==> src/rtl/core/csq_pkg.sv <==
package csq_pkg;

  // Storage geometry
  localparam int DEPTH       = 16;
  localparam int HANDLE_BITS = 16;
  localparam int IDX_W       = $clog2(DEPTH);
  localparam int STEP_W      = $clog2(DEPTH + 1);
  localparam int OCC_W       = $clog2(DEPTH + 1);

  // Field widths on the channels
  localparam int REQ_W  = 3;
  localparam int CMD_W  = 16;
  localparam int POS_W  = 5;
  localparam int STAT_W = 2;
  localparam int OCC_FW = 5;

  // Request kinds
  localparam logic [REQ_W-1:0] REQ_APPEND   = 3'd0;
  localparam logic [REQ_W-1:0] REQ_PREPEND  = 3'd1;
  localparam logic [REQ_W-1:0] REQ_INSERT   = 3'd2;
  localparam logic [REQ_W-1:0] REQ_DELETE   = 3'd3;
  localparam logic [REQ_W-1:0] REQ_CLEAR    = 3'd4;
  localparam logic [REQ_W-1:0] REQ_PROGRESS = 3'd5;

  // Status codes
  localparam logic [STAT_W-1:0] ST_OK     = 2'd0;
  localparam logic [STAT_W-1:0] ST_FULL   = 2'd1;
  localparam logic [STAT_W-1:0] ST_BADPOS = 2'd2;
  localparam logic [STAT_W-1:0] ST_EMPTY  = 2'd3;

  // Slot unit operations
  localparam int OP_W = 3;
  localparam logic [OP_W-1:0] OP_PASS   = 3'd0;
  localparam logic [OP_W-1:0] OP_APPEND = 3'd1;
  localparam logic [OP_W-1:0] OP_SHUP   = 3'd2;
  localparam logic [OP_W-1:0] OP_DEL    = 3'd3;
  localparam logic [OP_W-1:0] OP_CLEAR  = 3'd4;

  typedef struct packed {
    logic                   vld;
    logic [HANDLE_BITS-1:0] val;
  } slot_t;

  typedef struct packed {
    logic                   run;
    logic                   first;
    logic [OP_W-1:0]        op;
    logic [STEP_W-1:0]      step;
    logic [IDX_W-1:0]       pos;
    logic [HANDLE_BITS-1:0] handle;
  } unit_ctrl_t;

  function automatic logic [HANDLE_BITS-1:0] to_slot(input logic [CMD_W-1:0] h);
    logic [HANDLE_BITS-1:0] r;
    r = '0;
    for (int b = 0; b < HANDLE_BITS; b++) begin
      if (b < CMD_W) r[b] = h[b];
    end
    return r;
  endfunction

  function automatic logic [CMD_W-1:0] from_slot(input logic [HANDLE_BITS-1:0] h);
    logic [CMD_W-1:0] r;
    r = '0;
    for (int b = 0; b < CMD_W; b++) begin
      if (b < HANDLE_BITS) r[b] = h[b];
    end
    return r;
  endfunction

  function automatic logic [OCC_FW-1:0] occ_field(input logic [OCC_W-1:0] c);
    logic [OCC_FW-1:0] r;
    r = '0;
    for (int b = 0; b < OCC_FW; b++) begin
      if (b < OCC_W) r[b] = c[b];
    end
    return r;
  endfunction

endpackage

==> src/rtl/core/csq_if.sv <==
interface csq_req_if;
  logic                      valid;
  logic                      ready;
  logic [csq_pkg::REQ_W-1:0] req_type;
  logic [csq_pkg::CMD_W-1:0] cmd_handle;
  logic [csq_pkg::POS_W-1:0] position;
  logic                      head_done;

  modport source (output valid, req_type, cmd_handle, position, head_done, input ready);
  modport sink   (input valid, req_type, cmd_handle, position, head_done, output ready);
endinterface

interface csq_rsp_if;
  logic                       valid;
  logic                       ready;
  logic [csq_pkg::STAT_W-1:0] status;
  logic                       head_valid;
  logic [csq_pkg::CMD_W-1:0]  head_value;
  logic [csq_pkg::OCC_FW-1:0] occupancy;

  modport source (output valid, status, head_valid, head_value, occupancy, input ready);
  modport sink   (input valid, status, head_valid, head_value, occupancy, output ready);
endinterface

==> src/rtl/core/command_slot_queue.sv <==
// Command slot queue: one request in, one result out.
// Each request is one pass of the ring past the single slot unit at its tap, one ring step
// per cycle; delete-first and completed progress take an extra step. The result waits in
// a result state, and no new request is taken until that result has been taken.
// Reset (rst_ni low, async): all slots empty, sequencer idle, no result pending.
module command_slot_queue (
  input  logic             clk_i,
  input  logic             rst_ni,
  csq_req_if.sink          req_i,
  csq_rsp_if.source        rsp_o
);

  // Sequencer states
  localparam logic [1:0] S_IDLE = 2'd0;
  localparam logic [1:0] S_RUN  = 2'd1;
  localparam logic [1:0] S_RESP = 2'd2;

  logic [1:0]                      state_q, state_d;
  logic [csq_pkg::STEP_W-1:0]      step_q, step_d, last_step_q, last_step_d;
  logic [csq_pkg::OP_W-1:0]        op_q, op_d;
  logic [csq_pkg::STAT_W-1:0]      status_q, status_d;
  logic [csq_pkg::IDX_W-1:0]       pos_q, pos_d;
  logic [csq_pkg::HANDLE_BITS-1:0] handle_q, handle_d;

  csq_pkg::slot_t      tap, last, tail;
  csq_pkg::unit_ctrl_t ctrl;
  logic [csq_pkg::OCC_W-1:0] occ;
  logic placed;
  logic accept, running;

  assign req_i.ready = (state_q == S_IDLE);
  assign accept      = req_i.valid && req_i.ready;
  assign running     = (state_q == S_RUN);

  // Decode the request into a ring pass. Refusals are a plain pass so the
  // occupancy count still comes out of the walk.
  always_comb begin
    op_d        = op_q;
    status_d    = status_q;
    pos_d       = pos_q;
    handle_d    = handle_q;
    last_step_d = last_step_q;
    if (accept) begin
      op_d        = csq_pkg::OP_PASS;
      status_d    = csq_pkg::ST_OK;
      pos_d       = '0;
      handle_d    = csq_pkg::to_slot(req_i.cmd_handle);
      last_step_d = csq_pkg::STEP_W'(csq_pkg::DEPTH - 1);
      case (req_i.req_type)
        csq_pkg::REQ_APPEND: op_d = csq_pkg::OP_APPEND;
        csq_pkg::REQ_PREPEND: begin
          if (last.vld) status_d = csq_pkg::ST_FULL;
          else          op_d     = csq_pkg::OP_SHUP;
        end
        csq_pkg::REQ_INSERT: begin
          // position range is checked ahead of the full check
          if (32'(req_i.position) >= csq_pkg::DEPTH) begin
            status_d = csq_pkg::ST_BADPOS;
          end else if (last.vld) begin
            status_d = csq_pkg::ST_FULL;
          end else begin
            op_d  = csq_pkg::OP_SHUP;
            pos_d = csq_pkg::IDX_W'(req_i.position);
          end
        end
        csq_pkg::REQ_DELETE: begin
          op_d        = csq_pkg::OP_DEL;
          last_step_d = csq_pkg::STEP_W'(csq_pkg::DEPTH);
          if (!tap.vld) status_d = csq_pkg::ST_EMPTY;
        end
        csq_pkg::REQ_CLEAR: op_d = csq_pkg::OP_CLEAR;
        csq_pkg::REQ_PROGRESS: begin
          if (tap.vld && req_i.head_done) begin
            op_d        = csq_pkg::OP_DEL;
            last_step_d = csq_pkg::STEP_W'(csq_pkg::DEPTH);
          end
        end
        default: ;
      endcase
    end
  end

  always_comb begin
    state_d = state_q;
    step_d  = step_q;
    case (state_q)
      S_IDLE: begin
        if (accept) begin
          state_d = S_RUN;
          step_d  = '0;
        end
      end
      S_RUN: begin
        step_d = step_q + 1'b1;
        if (step_q == last_step_q) state_d = S_RESP;
      end
      S_RESP: begin
        if (rsp_o.ready) state_d = S_IDLE;
      end
      default: state_d = S_IDLE;
    endcase
  end

  always_ff @(posedge clk_i or negedge rst_ni) begin
    if (!rst_ni) begin
      state_q <= S_IDLE;
      step_q  <= '0;
    end else begin
      state_q <= state_d;
      step_q  <= step_d;
    end
  end

  // Request payload, held for the pass
  always_ff @(posedge clk_i) begin
    op_q        <= op_d;
    status_q    <= status_d;
    pos_q       <= pos_d;
    handle_q    <= handle_d;
    last_step_q <= last_step_d;
  end

  assign ctrl.run    = running;
  assign ctrl.first  = (step_q == '0);
  assign ctrl.op     = op_q;
  assign ctrl.step   = step_q;
  assign ctrl.pos    = pos_q;
  assign ctrl.handle = handle_q;

  csq_ring u_ring (
    .clk_i   (clk_i),
    .rst_ni  (rst_ni),
    .shift_i (running),
    .tail_i  (tail),
    .tap_o   (tap),
    .last_o  (last)
  );

  csq_unit u_unit (
    .clk_i    (clk_i),
    .rst_ni   (rst_ni),
    .ctrl_i   (ctrl),
    .elem_i   (tap),
    .elem_o   (tail),
    .occ_o    (occ),
    .placed_o (placed)
  );

  // Result: ring is back in place and holds still while the item waits.
  assign rsp_o.valid      = (state_q == S_RESP);
  assign rsp_o.status     = (op_q == csq_pkg::OP_APPEND && !placed) ? csq_pkg::ST_FULL
                                                                     : status_q;
  assign rsp_o.head_valid = tap.vld;
  assign rsp_o.head_value = tap.vld ? csq_pkg::from_slot(tap.val) : '0;
  assign rsp_o.occupancy  = csq_pkg::occ_field(occ);

endmodule

==> src/rtl/core/csq_ring.sv <==
// Slot ring: rotates one place toward the head per shift; tail takes the unit output.
module csq_ring (
  input  logic           clk_i,
  input  logic           rst_ni,
  input  logic           shift_i,
  input  csq_pkg::slot_t tail_i,
  output csq_pkg::slot_t tap_o,
  output csq_pkg::slot_t last_o
);

  logic [csq_pkg::HANDLE_BITS-1:0] val_q [csq_pkg::DEPTH];
  logic [csq_pkg::DEPTH-1:0]       vld_q;

  always_ff @(posedge clk_i) begin
    if (shift_i) begin
      for (int k = 0; k < csq_pkg::DEPTH - 1; k++) begin
        val_q[k] <= val_q[k+1];
      end
      val_q[csq_pkg::DEPTH-1] <= tail_i.val;
    end
  end

  always_ff @(posedge clk_i or negedge rst_ni) begin
    if (!rst_ni) begin
      vld_q <= '0;
    end else if (shift_i) begin
      vld_q <= {tail_i.vld, vld_q[csq_pkg::DEPTH-1:1]};
    end
  end

  assign tap_o.vld  = vld_q[0];
  assign tap_o.val  = val_q[0];
  assign last_o.vld = vld_q[csq_pkg::DEPTH-1];
  assign last_o.val = val_q[csq_pkg::DEPTH-1];

endmodule

==> src/rtl/core/csq_unit.sv <==
// Slot unit: rewrites the slot at the ring tap and counts occupied slots.
module csq_unit (
  input  logic                       clk_i,
  input  logic                       rst_ni,
  input  csq_pkg::unit_ctrl_t        ctrl_i,
  input  csq_pkg::slot_t             elem_i,
  output csq_pkg::slot_t             elem_o,
  output logic [csq_pkg::OCC_W-1:0]  occ_o,
  output logic                       placed_o
);

  csq_pkg::slot_t                carry_q, carry_d;
  logic                          placed_q, placed_d, placed_eff;
  logic [csq_pkg::OCC_W-1:0]     occ_q, occ_d, occ_base;
  logic [csq_pkg::STEP_W-1:0]    pos_step;
  logic                          counted;

  assign placed_eff = ctrl_i.first ? 1'b0 : placed_q;
  assign occ_base   = ctrl_i.first ? '0 : occ_q;
  assign pos_step   = csq_pkg::STEP_W'(ctrl_i.pos);
  assign counted    = ctrl_i.step < csq_pkg::STEP_W'(csq_pkg::DEPTH);

  always_comb begin
    elem_o   = elem_i;
    carry_d  = carry_q;
    placed_d = placed_eff;
    case (ctrl_i.op)
      csq_pkg::OP_APPEND: begin
        if (!elem_i.vld && !placed_eff) begin
          elem_o.vld = 1'b1;
          elem_o.val = ctrl_i.handle;
          placed_d   = 1'b1;
        end
      end
      csq_pkg::OP_SHUP: begin
        if (ctrl_i.step == pos_step) begin
          elem_o.vld = 1'b1;
          elem_o.val = ctrl_i.handle;
          carry_d    = elem_i;
        end else if (ctrl_i.step > pos_step) begin
          elem_o  = carry_q;
          carry_d = elem_i;
        end
      end
      csq_pkg::OP_DEL: begin
        // Head leaves at step zero; the extra step completes the shift.
        if (ctrl_i.step == '0) elem_o.vld = 1'b0;
      end
      csq_pkg::OP_CLEAR: elem_o.vld = 1'b0;
      default: ;
    endcase
    occ_d = occ_base + csq_pkg::OCC_W'(elem_o.vld && counted);
  end

  always_ff @(posedge clk_i) begin
    if (ctrl_i.run) carry_q <= carry_d;
  end

  always_ff @(posedge clk_i or negedge rst_ni) begin
    if (!rst_ni) begin
      placed_q <= 1'b0;
      occ_q    <= '0;
    end else if (ctrl_i.run) begin
      placed_q <= placed_d;
      occ_q    <= occ_d;
    end
  end

  assign occ_o    = occ_q;
  assign placed_o = placed_q;

endmodule

==> src/flat_wrapper.sv <==
// flat-port wrapper written by rule: the top's interface ports become plain ports
module command_slot_queue_flat 
  (clk_i, rst_ni, req_i_valid, req_i_req_type, req_i_cmd_handle, req_i_position, req_i_head_done, req_i_ready, rsp_o_valid, rsp_o_status, rsp_o_head_valid, rsp_o_head_value, rsp_o_occupancy, rsp_o_ready);
  csq_req_if req_i_i ();
  csq_rsp_if rsp_o_i ();
  input  logic clk_i;
  input  logic rst_ni;
  input wire logic [$bits(req_i_i.valid)-1:0] req_i_valid;
  input wire logic [$bits(req_i_i.req_type)-1:0] req_i_req_type;
  input wire logic [$bits(req_i_i.cmd_handle)-1:0] req_i_cmd_handle;
  input wire logic [$bits(req_i_i.position)-1:0] req_i_position;
  input wire logic [$bits(req_i_i.head_done)-1:0] req_i_head_done;
  output wire logic [$bits(req_i_i.ready)-1:0] req_i_ready;
  output wire logic [$bits(rsp_o_i.valid)-1:0] rsp_o_valid;
  output wire logic [$bits(rsp_o_i.status)-1:0] rsp_o_status;
  output wire logic [$bits(rsp_o_i.head_valid)-1:0] rsp_o_head_valid;
  output wire logic [$bits(rsp_o_i.head_value)-1:0] rsp_o_head_value;
  output wire logic [$bits(rsp_o_i.occupancy)-1:0] rsp_o_occupancy;
  input wire logic [$bits(rsp_o_i.ready)-1:0] rsp_o_ready;
  assign req_i_i.valid = req_i_valid;
  assign req_i_i.req_type = req_i_req_type;
  assign req_i_i.cmd_handle = req_i_cmd_handle;
  assign req_i_i.position = req_i_position;
  assign req_i_i.head_done = req_i_head_done;
  assign req_i_ready = req_i_i.ready;
  assign rsp_o_valid = rsp_o_i.valid;
  assign rsp_o_status = rsp_o_i.status;
  assign rsp_o_head_valid = rsp_o_i.head_valid;
  assign rsp_o_head_value = rsp_o_i.head_value;
  assign rsp_o_occupancy = rsp_o_i.occupancy;
  assign rsp_o_i.ready = rsp_o_ready;
  command_slot_queue u_core (.clk_i(clk_i), .rst_ni(rst_ni), .req_i(req_i_i), .rsp_o(rsp_o_i));
endmodule
==> config.mk <==
export PLATFORM = sky130hd
export DESIGN_NAME = command_slot_queue_flat
export DESIGN_NICKNAME = d
export VERILOG_FILES = /design/src/rtl/core/csq_pkg.sv /design/src/rtl/core/csq_if.sv /design/src/rtl/core/command_slot_queue.sv /design/src/rtl/core/csq_ring.sv /design/src/rtl/core/csq_unit.sv /design/src/flat_wrapper.sv
export SDC_FILE = /design/constraint.sdc
export NUM_CORES = 1
export LEC_CHECK = 0
export ABC_AREA = 1
export BUFFER_PORTS_ARGS = -buffer_cell sky130_fd_sc_hd__buf_2
export CAP_MARGIN = 20
export CORE_UTILIZATION = 30
export DETAILED_ROUTE_END_ITERATION = 6
export PLACE_DENSITY_LB_ADDON = 0.12
export SLEW_MARGIN = 20
export SYNTH_ARGS = -nofsm -noshare
export SYNTH_HDL_FRONTEND = slang
export SYNTH_SLANG_ARGS = --single-unit
==> constraint.sdc <==
create_clock -name clk_i -period 11.4 [get_ports clk_i]
set_clock_uncertainty 0.05 [all_clocks]
set_input_delay 2.28 -clock clk_i [delete_from_list [all_inputs] [get_ports clk_i]]
set_output_delay 2.28 -clock clk_i [all_outputs]
set_load 0.005 [all_outputs]
After elaboration in Yosys (flattened, before gate mapping)
Memory sizes are Yosys's and may differ from the RTL's. Cells that the tools add are included.

Input port bits: 29. RAM bits: 256. Bits in registers: 76. Memories kept: 1.

Memories: u_core.u_ring.val_q (words 16, width 16, read ports 16, clocked after memory_dff 0, write ports 16, RTL line csq_ring.sv:11) `logic [csq_pkg::HANDLE_BITS-1:0] val_q [csq_pkg::DEPTH];`.

Reductions and logical operators: 17. Equal/unequal tests: 16. Multiplexer cells: 32. $add $sub $neg: 2. Bitwise gates (word level): 1. $lt $le $gt $ge: 3.

Operators with widths (number): 2-to-1 mux 17 bit (5); one-hot mux 16 bit (2 select lines) (1); one-hot mux 5 bit (2 select lines) (2); 2-to-1 mux 2 bit (9); one-hot mux 3 bit (6 select lines) (1); 2-to-1 mux 16 bit (1); 2-to-1 mux 5 bit (3); == test 3 x 2 -> 1 bit, second input constant (4); one-hot mux 2 bit (3 select lines) (2); == test 3 bit, second input constant (3); 2-to-1 mux 1 bit (7); == test 3 x 1 -> 1 bit, second input constant (2); AND reduction 3 bit (2); adder 5 x 1 -> 5 bit (1); adder 5 x 1 -> 5 bit, second input constant (1); == test 5 x 4 -> 1 bit (1); == test 5 bit (1); greater-or-equal comparator 5 bit, second input constant (1); greater-than comparator 5 x 4 -> 1 bit (1); logical AND 1 bit (5); logical NOT 5 bit (1); < comparator 5 bit, second input constant (1); inequality test 2 bit, second input constant (2); one-hot mux 1 bit (4 select lines) (1); other kinds (10) (13).

Depth between registers and ports, before layout
Gate-level depths: netlist of the first run.

Word-level depth: 8. Mapped depth: 15. Gate-level depth less buffers: 15.

By module
Synthesis of the first run repeated with hierarchy kept, for this count alone.

Cell total of the unflattened synthesis: 756. Area total of the unflattened synthesis: 11910.2 um^2.

By module, submodules not included: csq_ring (instances 1, area an instance 8627.0 um^2, cells each 358); csq_unit (instances 1, area an instance 1737.9 um^2, cells each 235); command_slot_queue (instances 1, area an instance 1545.2 um^2, cells each 163).

Worst setup path before layout of the first run
OpenSTA, ideal clock, no wires.

Path type: register to register. Start: register u_core.state_q[1]. End: memory u_core.u_ring.val_q[0][0] (netlist name), enable pin. Cell stages (with the launch flop): 4. Clock period less this slack: 8585 ps. Library setup time: 719 ps. Data required time: 10631 ps. Path slack: 2815 ps. Data arrival time: 7816 ps. Buffers on the path: 2. Path through: dfrtp_1 -> nor2_1 -> buf_2 -> buf_1.

RTL lines: start: declaration (RTL line command_slot_queue.sv:18) `logic [1:0] state_q, state_d;`; start signal: assignment (RTL line command_slot_queue.sv:109) `state_q <= state_d;`; end: declaration (RTL line csq_ring.sv:11).

Worst setup path after layout of the first run
Start: register u_core.op_q[2] (netlist name). End: output port rsp_o_status[1].

Longest elaborated chain between the ends: 3.

Ends and longest elaborated chain: start: declaration (RTL line command_slot_queue.sv:20) `logic [csq_pkg::OP_W-1:0] op_q, op_d;`; start signal: assignment (RTL line command_slot_queue.sv:116) `op_q <= op_d;`; == test 3 x 1 -> 1 bit (RTL line command_slot_queue.sv:151) `assign rsp_o.status = (op_q == csq_pkg::OP_APPEND && !placed) ? csq_pkg::ST_FULL`; logical AND 1 bit (RTL line command_slot_queue.sv:151); 2-to-1 mux 2 bit (RTL line command_slot_queue.sv:151); end: declaration (RTL line flat_wrapper.sv:15) `output wire logic [$bits(rsp_o_i.status)-1:0] rsp_o_status;`.

Every way passes these cells.

==> flow_summary_export.csv, run 1 <==
group,metric,value,unit
yosys,synth_cell_types,35,
global_route,antenna_found_initial,0,
sta,grt_setup_unrepaired,"false",
layout,diodes,0,
setup_path,crit_family,"flip-flops",
yosys,synth_warnings,0,
yosys,synth_area_leader_cell,"edfxtp_1",
global_route,grt_pass1_wl,30000,µm
sta,finalSetupViolCount,0,
cts,cts_root_buffer,"clkbuf_16",
yosys,avgSynthCellArea,17.5,µm²
layout,nets,767,
global_route,grtUsageTotal,0.100,
yosys,yosys-top-cells-area,"edfxtp_1 80%, dfrtp_1 6.4%, nand2_1 3.7%",
setup_path,slowest_stage,"edfxtp_1",
yosys,async_reset_ff_frac,0.0881,
cts,cts_resized,0,
floorplanning,die_w,196,µm
routing,vias_per_cell,4.24,
cts,cts_buffers,37,
cts,htreeDepth,2,
yosys,synthCells,647,
power,p_per_area,310,nW/µm²
place,gp_congestion,0.702,
yosys,syn_area,11300,µm²
setup_path,worstSetupPathType,"register to output port",
yosys,synth_most_common_cell,"edfxtp_1",
sta,totalNegativeSetupSlack,0,ps
routing,drtIter0Drc,454,
setup_path,cp_common_cell,"inv_1",
layout,multi_input_area,1280,µm²
yosys,synth_edf_count,300,
sta,hold_ws,354,ps
setup_path,cp-end-kind,"output port",
cts,clk_pin_slew,60,ps
power,peakVddDrop,0.168,mV
sta,fin_crit_sh,0.346,
layout,nFillCells,3456,
place,hpwl,10800,µm
floorplanning,row_count,70,
sta,clock.fmax,253,MHz
flow_run,drv_cap,0,
sta,tightest_slew,1070,ps
cts,clk_latency,510,ps
cts,cts-hold-fix-buffers,0,
setup_path,crit_chain,"inv_1 -> nand3_1 -> inv_1 -> nand2_1 -> nand2_1 -> inv_1 -> buf_2",
sta,hold_violations,0,
setup_path,path_buf_inv,4,
sta,slew_headroom,0.290,
routing,firstDrtPassIters,5,
cts,cts_tree,"built",
layout,drive_above_1_share,0.165,
yosys,yosysSeqAreaShare,0.860,
sta,slew_violations,0,
setup_path,arrival,1620,ps
cts,cts_sinks,329,
floorplanning,initial_core_util,0.307,
yosys,ys_dominant_reg_cell,"edfxtp_1",
routing,via_count,5349,
outcome,status,"complete, no violations",
layout,layout-area-overhead-vs-synth,18.5,%
cts,cts_setup_buffers,0,
global_route,grt_pass1_vias,5302,
routing,remaining_drc_errors,0,
power,leakage,5.12,nW
global_route,grt_max_degree,187,
setup_path,worst-path-max-fanout,5,
yosys,synth_top_cells_by_count,"300 x edfxtp_1, 111 x nand2_1, 58 x inv_1",
floorplanning,dieHeight,196,µm
setup_path,start_kind,"register",
floorplanning,coreArea,36900,µm²
place,portBuffers,54,
global_route,overflow,0,
yosys,synth_top_area_frac,0.796,
setup_path,critPathMaxStageDelay,390,ps
cts,cts_buffer_depth,3,
routing,drt_wl_total,19100,µm
sta,layout_min_cycle_time,3950,ps
setup_path,critical_path_required,9070,ps
layout,regArea,9740,µm²
setup_path,rrSetupSlack,8390,ps
min_path,min_path_type,"register to register",
routing,ant_nets,0,
yosys,yosys_register_bits,329,
routing,wl_per_cell,15.1,µm
floorplanning,pin_count,55,
yosys,syn_nets,684,
floorplanning,dieArea,38500,µm²
cell type report:
cell class / instances / area share
clock inverter: 23 / 0.0175
tap: 504 / 0.0470
inverter: 60 / 0.0168
sequential: 329 / 0.726
timing repair buffer: 57 / 0.0228
clock buffer: 45 / 0.0744
multi-input combinational: 245 / 0.0958
cell usage in the layout (no fill, tap or decap), types with 12 or more instances in the layout:
cell | Yosys | final
edfxtp_1 | 300 | 300
nand2_1 | 111 | 111
inv_1 | 58 | 57
buf_2 | 2 | 54
clkbuf_16 | 0 | 39
nand3_1 | 31 | 31
dfrtp_1 | 29 | 28
nor2_1 | 19 | 18
a21boi_0 | 13 | 13
nand3b_1 | 13 | 13
clkinv_1 | 0 | 12
power breakdown:
| part | internal [mW] | switching (mW) |
|---|---|---|
| clock | 0.736 | 0.455 |
| combinational | 0.132 | 0.441 |
| sequential | 2.17 | 0.219 |
flip-flops by register name, summed over array words and instances (netlist names):
name                    count
u_core.handle_q            16
u_core.step_q               5
u_core.last_step_q          2
u_core.u_unit.occ_o         5
u_core.pos_q                4
u_core.u_unit.placed_o      1
u_core.state_q              2
u_core.status_q             2
u_core.op_q                 3
u_core.u_ring.vld_q        16
u_core.u_unit.carry_q      17
u_core.u_ring.val_q       256
routing by layer:
layer  up-vias  wire length, µm  track usage
met5         -                0            0
met4         0              473       0.0402
met3        43              810       0.0211
met2       101             8560        0.149
met1      2703             9260        0.143
li1       2502                -            -
final timing paths:
path / to / from / cells past startpoint
setup / recovery: rsp_o_status[1] / u_core.op_q[2] / 7
hold / removal: u_core.u_ring.val_q[1][103] / u_core.u_ring.val_q[1][119] / 0
setup reg to reg: u_core.u_ring.val_q[1][118] / u_core.state_q[1] / 3
hold reg to reg: u_core.u_ring.val_q[1][103] / u_core.u_ring.val_q[1][119] / 0
max in group asynchronous: u_core.u_ring.vld_q[0] / rst_ni / 1
min in group asynchronous: u_core.step_q[0] / rst_ni / 1
kinds of logic (layout without fill, tap and decap cells):
logic type	count (synthesis)	count (layout)	synth area share
AO/OA/AOI/OAI	37	37	0.0219
flip-flops	329	329	0.860
adder cells (fa/ha/maj)	8	8	0.00884
buffers and inverters	73	185	0.0274
AND/OR/NAND/NOR	196	196	0.0790
XOR/XNOR	4	4	0.00309
metrics by stage:
step,setup WS (ps),cells,util,area [µm²],total power [mW]
2_1_floorplan,2820,647,-,11300,2.86
3_3_place_gp,7610,1195,0.330,12200,2.95
3_5_place_dp,7470,1195,0.330,12200,2.99
4_1_cts,7080,1263,0.364,13400,4.23
5_1_grt,7310,1263,0.364,13400,4.38
6_report,7450,1263,0.364,13400,4.15
Note: power is estimated with default switching activity, not from simulation.
==> run 2, diff against run 1 <==
--- a/config.mk
+++ b/config.mk
@@ -5,7 +5,7 @@
 export SDC_FILE = /design/constraint.sdc
 export NUM_CORES = 1
 export LEC_CHECK = 0
-export ABC_AREA = 1
+export ABC_AREA = 0
 export BUFFER_PORTS_ARGS = -buffer_cell sky130_fd_sc_hd__buf_2
 export CAP_MARGIN = 20
 export CORE_UTILIZATION = 30
==> constraint.sdc (replaced) <==
create_clock -name clk_i -period 3.35 [get_ports clk_i]
set_clock_uncertainty 0.05 [all_clocks]
set_input_delay 0.67 -clock clk_i [delete_from_list [all_inputs] [get_ports clk_i]]
set_output_delay 0.67 -clock clk_i [all_outputs]
set_load 0.005 [all_outputs]
==> run 2 against run 1 <==
Final area fell by 1.5%. Worst setup slack got worse by 7100 ps. Flip-flop and latch count did not move. Critical endpoint is now u_core.u_unit.occ_o[4]. Combinational power rose to 3.4 times the previous value. Clock power rose to 3.2 times the previous value.
==> flow_summary_export.csv, run 2 <==
group,metric,value,unit
setup_path,critical_path_required,3730,ps
power,fin_total_pwr,13.8,mW
layout,layout-area-overhead-vs-synth,18.2,%
yosys,ys_dominant_reg_cell,"edfxtp_1",
cts,cts_buffers,37,
setup_path,reg2reg_from,"u_core.step_q[0]",
sta,totalNegativeSetupSlack,0,ps
layout,regArea,9730,µm²
yosys,synth_top_area_frac,0.806,
yosys,yosys-top-cells-area,"edfxtp_1 81%, dfrtp_1 6.5%, nand2_1 2.0%",
layout,largest_reg_flops,256,
yosys,synth_cell_types,51,
sta,hold_ws,152,ps
sta,finalSetupViolCount,0,
layout,top_register,"u_core.u_ring.val_q",
global_route,grtUsageTotal,0.103,
yosys,synth_edf_count,300,
cts,cts_resized,0,
layout,nets,688,
yosys,async_reset_ff_frac,0.0881,
place,dp_cells,1080,
global_route,grt_max_degree,93,
floorplanning,pin_count,55,
setup_path,r2r_cells,11,
power,leakage,4.82,nW
outcome,status,"complete, no violations",
place,portBuffers,54,
yosys,yosys_register_bits,329,
global_route,grt_pass1_vias,5238,
cts,cts_root_buffer,"clkbuf_16",
layout,top_regs,"u_core.u_ring.val_q: 256 flops, u_core.u_unit.carry_q: 17 flops",
setup_path,cp-end-kind,"register",
routing,firstDrtPassIters,4,
setup_path,worstSetupPathType,"register to register",
layout,final_cell_mix,"300 x edfxtp_1, 60 x nand2_1, 54 x buf_2",
cts,cts-hold-fix-buffers,0,
floorplanning,die_w,195,µm
global_route,antenna_found_initial,0,
yosys,synth_most_common_cell,"edfxtp_1",
setup_path,timing.rr.end,"u_core.u_unit.occ_o[4]",
min_path,min_path_type,"input pin to async pin",
layout,multi_input_area,1300,µm²
cts,cts_buffer_depth,3,
yosys,synth_warnings,0,
yosys,synth_top_cells_by_count,"300 x edfxtp_1, 60 x nand2_1, 29 x dfrtp_1",
routing,remaining_drc_errors,0,
yosys,yosysSeqAreaShare,0.871,
sta,layout_min_cycle_time,3000,ps
routing,drt_wl_total,19300,µm
yosys,syn_nets,601,
place,hpwl,10600,µm
global_route,overflow,0,
setup_path,start_kind,"register",
sta,grt_setup_unrepaired,"false",
layout,finish.utilization,0.361,
routing,via_count,5058,
floorplanning,row_count,70,
yosys,syn_area,11200,µm²
floorplanning,coreArea,36600,µm²
layout,fin_cells,1149,
cts,cts_sinks,329,
cts,cts_tree,"built",
routing,vias_per_cell,4.40,
sta,slew_violations,0,
place,gp_congestion,0.723,
setup_path,rrSetupSlack,350,ps
routing,drtIter0Drc,389,
power,peakVddDrop,0.658,mV
flow_run,drv_cap,0,
yosys,synth_area_leader_cell,"edfxtp_1",
cts,clk_pin_slew,60,ps
cts,cts_setup_buffers,0,
layout,final_common_cell,"edfxtp_1",
layout,nFillCells,3403,
setup_path,arrival,3380,ps
sta,hold_violations,0,
routing,ant_nets,0,
global_route,grt_pass1_wl,30600,µm
yosys,synthCells,564,
layout,drive_above_1_share,0.191,
power,p_per_area,1040,nW/µm²
setup_path,worst-path-max-fanout,11,
cts,htreeDepth,2,
floorplanning,dieHeight,195,µm
sta,tightest_slew,838,ps
sta,clock.fmax,333,MHz
floorplanning,dieArea,38000,µm²
routing,wl_per_cell,16.8,µm
yosys,avgSynthCellArea,19.8,µm²
sta,fin_crit_sh,0.896,
cts,clk_latency,520,ps
setup_path,crit_start,"u_core.step_q[0]",
sta,slew_headroom,0.436,
setup_path,setup.worst_path.end,"u_core.u_unit.occ_o[4]",
floorplanning,initial_core_util,0.305,
==> run 2: cell types whose count changed after synthesis, sizes merged, moves of 4 or more <==
cell / change
nand2: -54
inv: -47
nand3: -24
and2: +22
nor3b: +18
nor2: -16
a221o: +15
a21boi: -14
nand3b: -14
nand4: -6
a211oi: +4
nand2b: +4
o31ai: +4
==> run 2: cell type report <==
cell class,count,share of cell area
Multi-Input combinational cell,206,0.0984
Timing Repair Buffer,64,0.0280
Clock buffer,43,0.0726
Inverter,13,0.00426
Clock inverter,25,0.0153
Antenna cell,1,0.000189
Tap cell,468,0.0443
Sequential cell,329,0.737
==> run 2: metal layers <==
layer,wire length [µm],up-vias,part of all wire,GRT usage
met1,9480,2572,0.49,0.149
met4,515,0,0.027,0.0376
li1,-,2357,-,-
met3,693,41,0.036,0.0223
met5,0,-,0,0
met2,8630,88,0.45,0.153
==> run 2: how the worst min path moves through the flow <==
| stage | endpoint | slack [ps] |
|---|---|---|
| floorplan | u_core.state_q[0] | 320 |
| global placement | u_core.u_ring.val_q[1][55] | 350 |
| detailed placement | u_core.u_ring.val_q[0][52] | 350 |
| CTS | u_core.u_ring.vld_q[9] | 160 |
| global route | u_core.u_ring.vld_q[9] | 190 |
| finish | u_core.u_ring.vld_q[9] | 150 |
==> run 2: stage by stage <==
stage	cell area [µm²]	setup WS (ps)
floorplan	11200	429
global placement	12000	493
detailed placement	12000	372
CTS	13200	333
global route	13200	126
finish	13200	350
==> run 2: cell families after synthesis <==
kind of cell             after synthesis  synth area share
buffers and inverters                 29            0.0130
AO/OA/AOI/OAI                         54            0.0367
adder cells (fa/ha/maj)                8           0.00896
XOR/XNOR                               2           0.00157
multiplexers                           3           0.00269
flip-flops                           329             0.871
AND/OR/NAND/NOR                      139            0.0662
==> run 2: where the power goes <==
| group | switching, mW | internal, mW | total, mW |
|---|---|---|---|
| clock network | 1.61 | 2.23 | 3.84 |
| registers | 0.734 | 7.30 | 8.04 |
| logic | 1.38 | 0.552 | 1.93 |
==> run 2: worst max-delay path, cell delays in order (launching register included) <==
cell	delay (ps)
dfrtp_1	450
inv_1	110
ha_1	130
or4b_4	540
a311oi_1	370
o211ai_1	150
o31ai_1	110
ha_1	230
ha_1	220
nand3_1	110
or3_1	360
o21ai_0	80
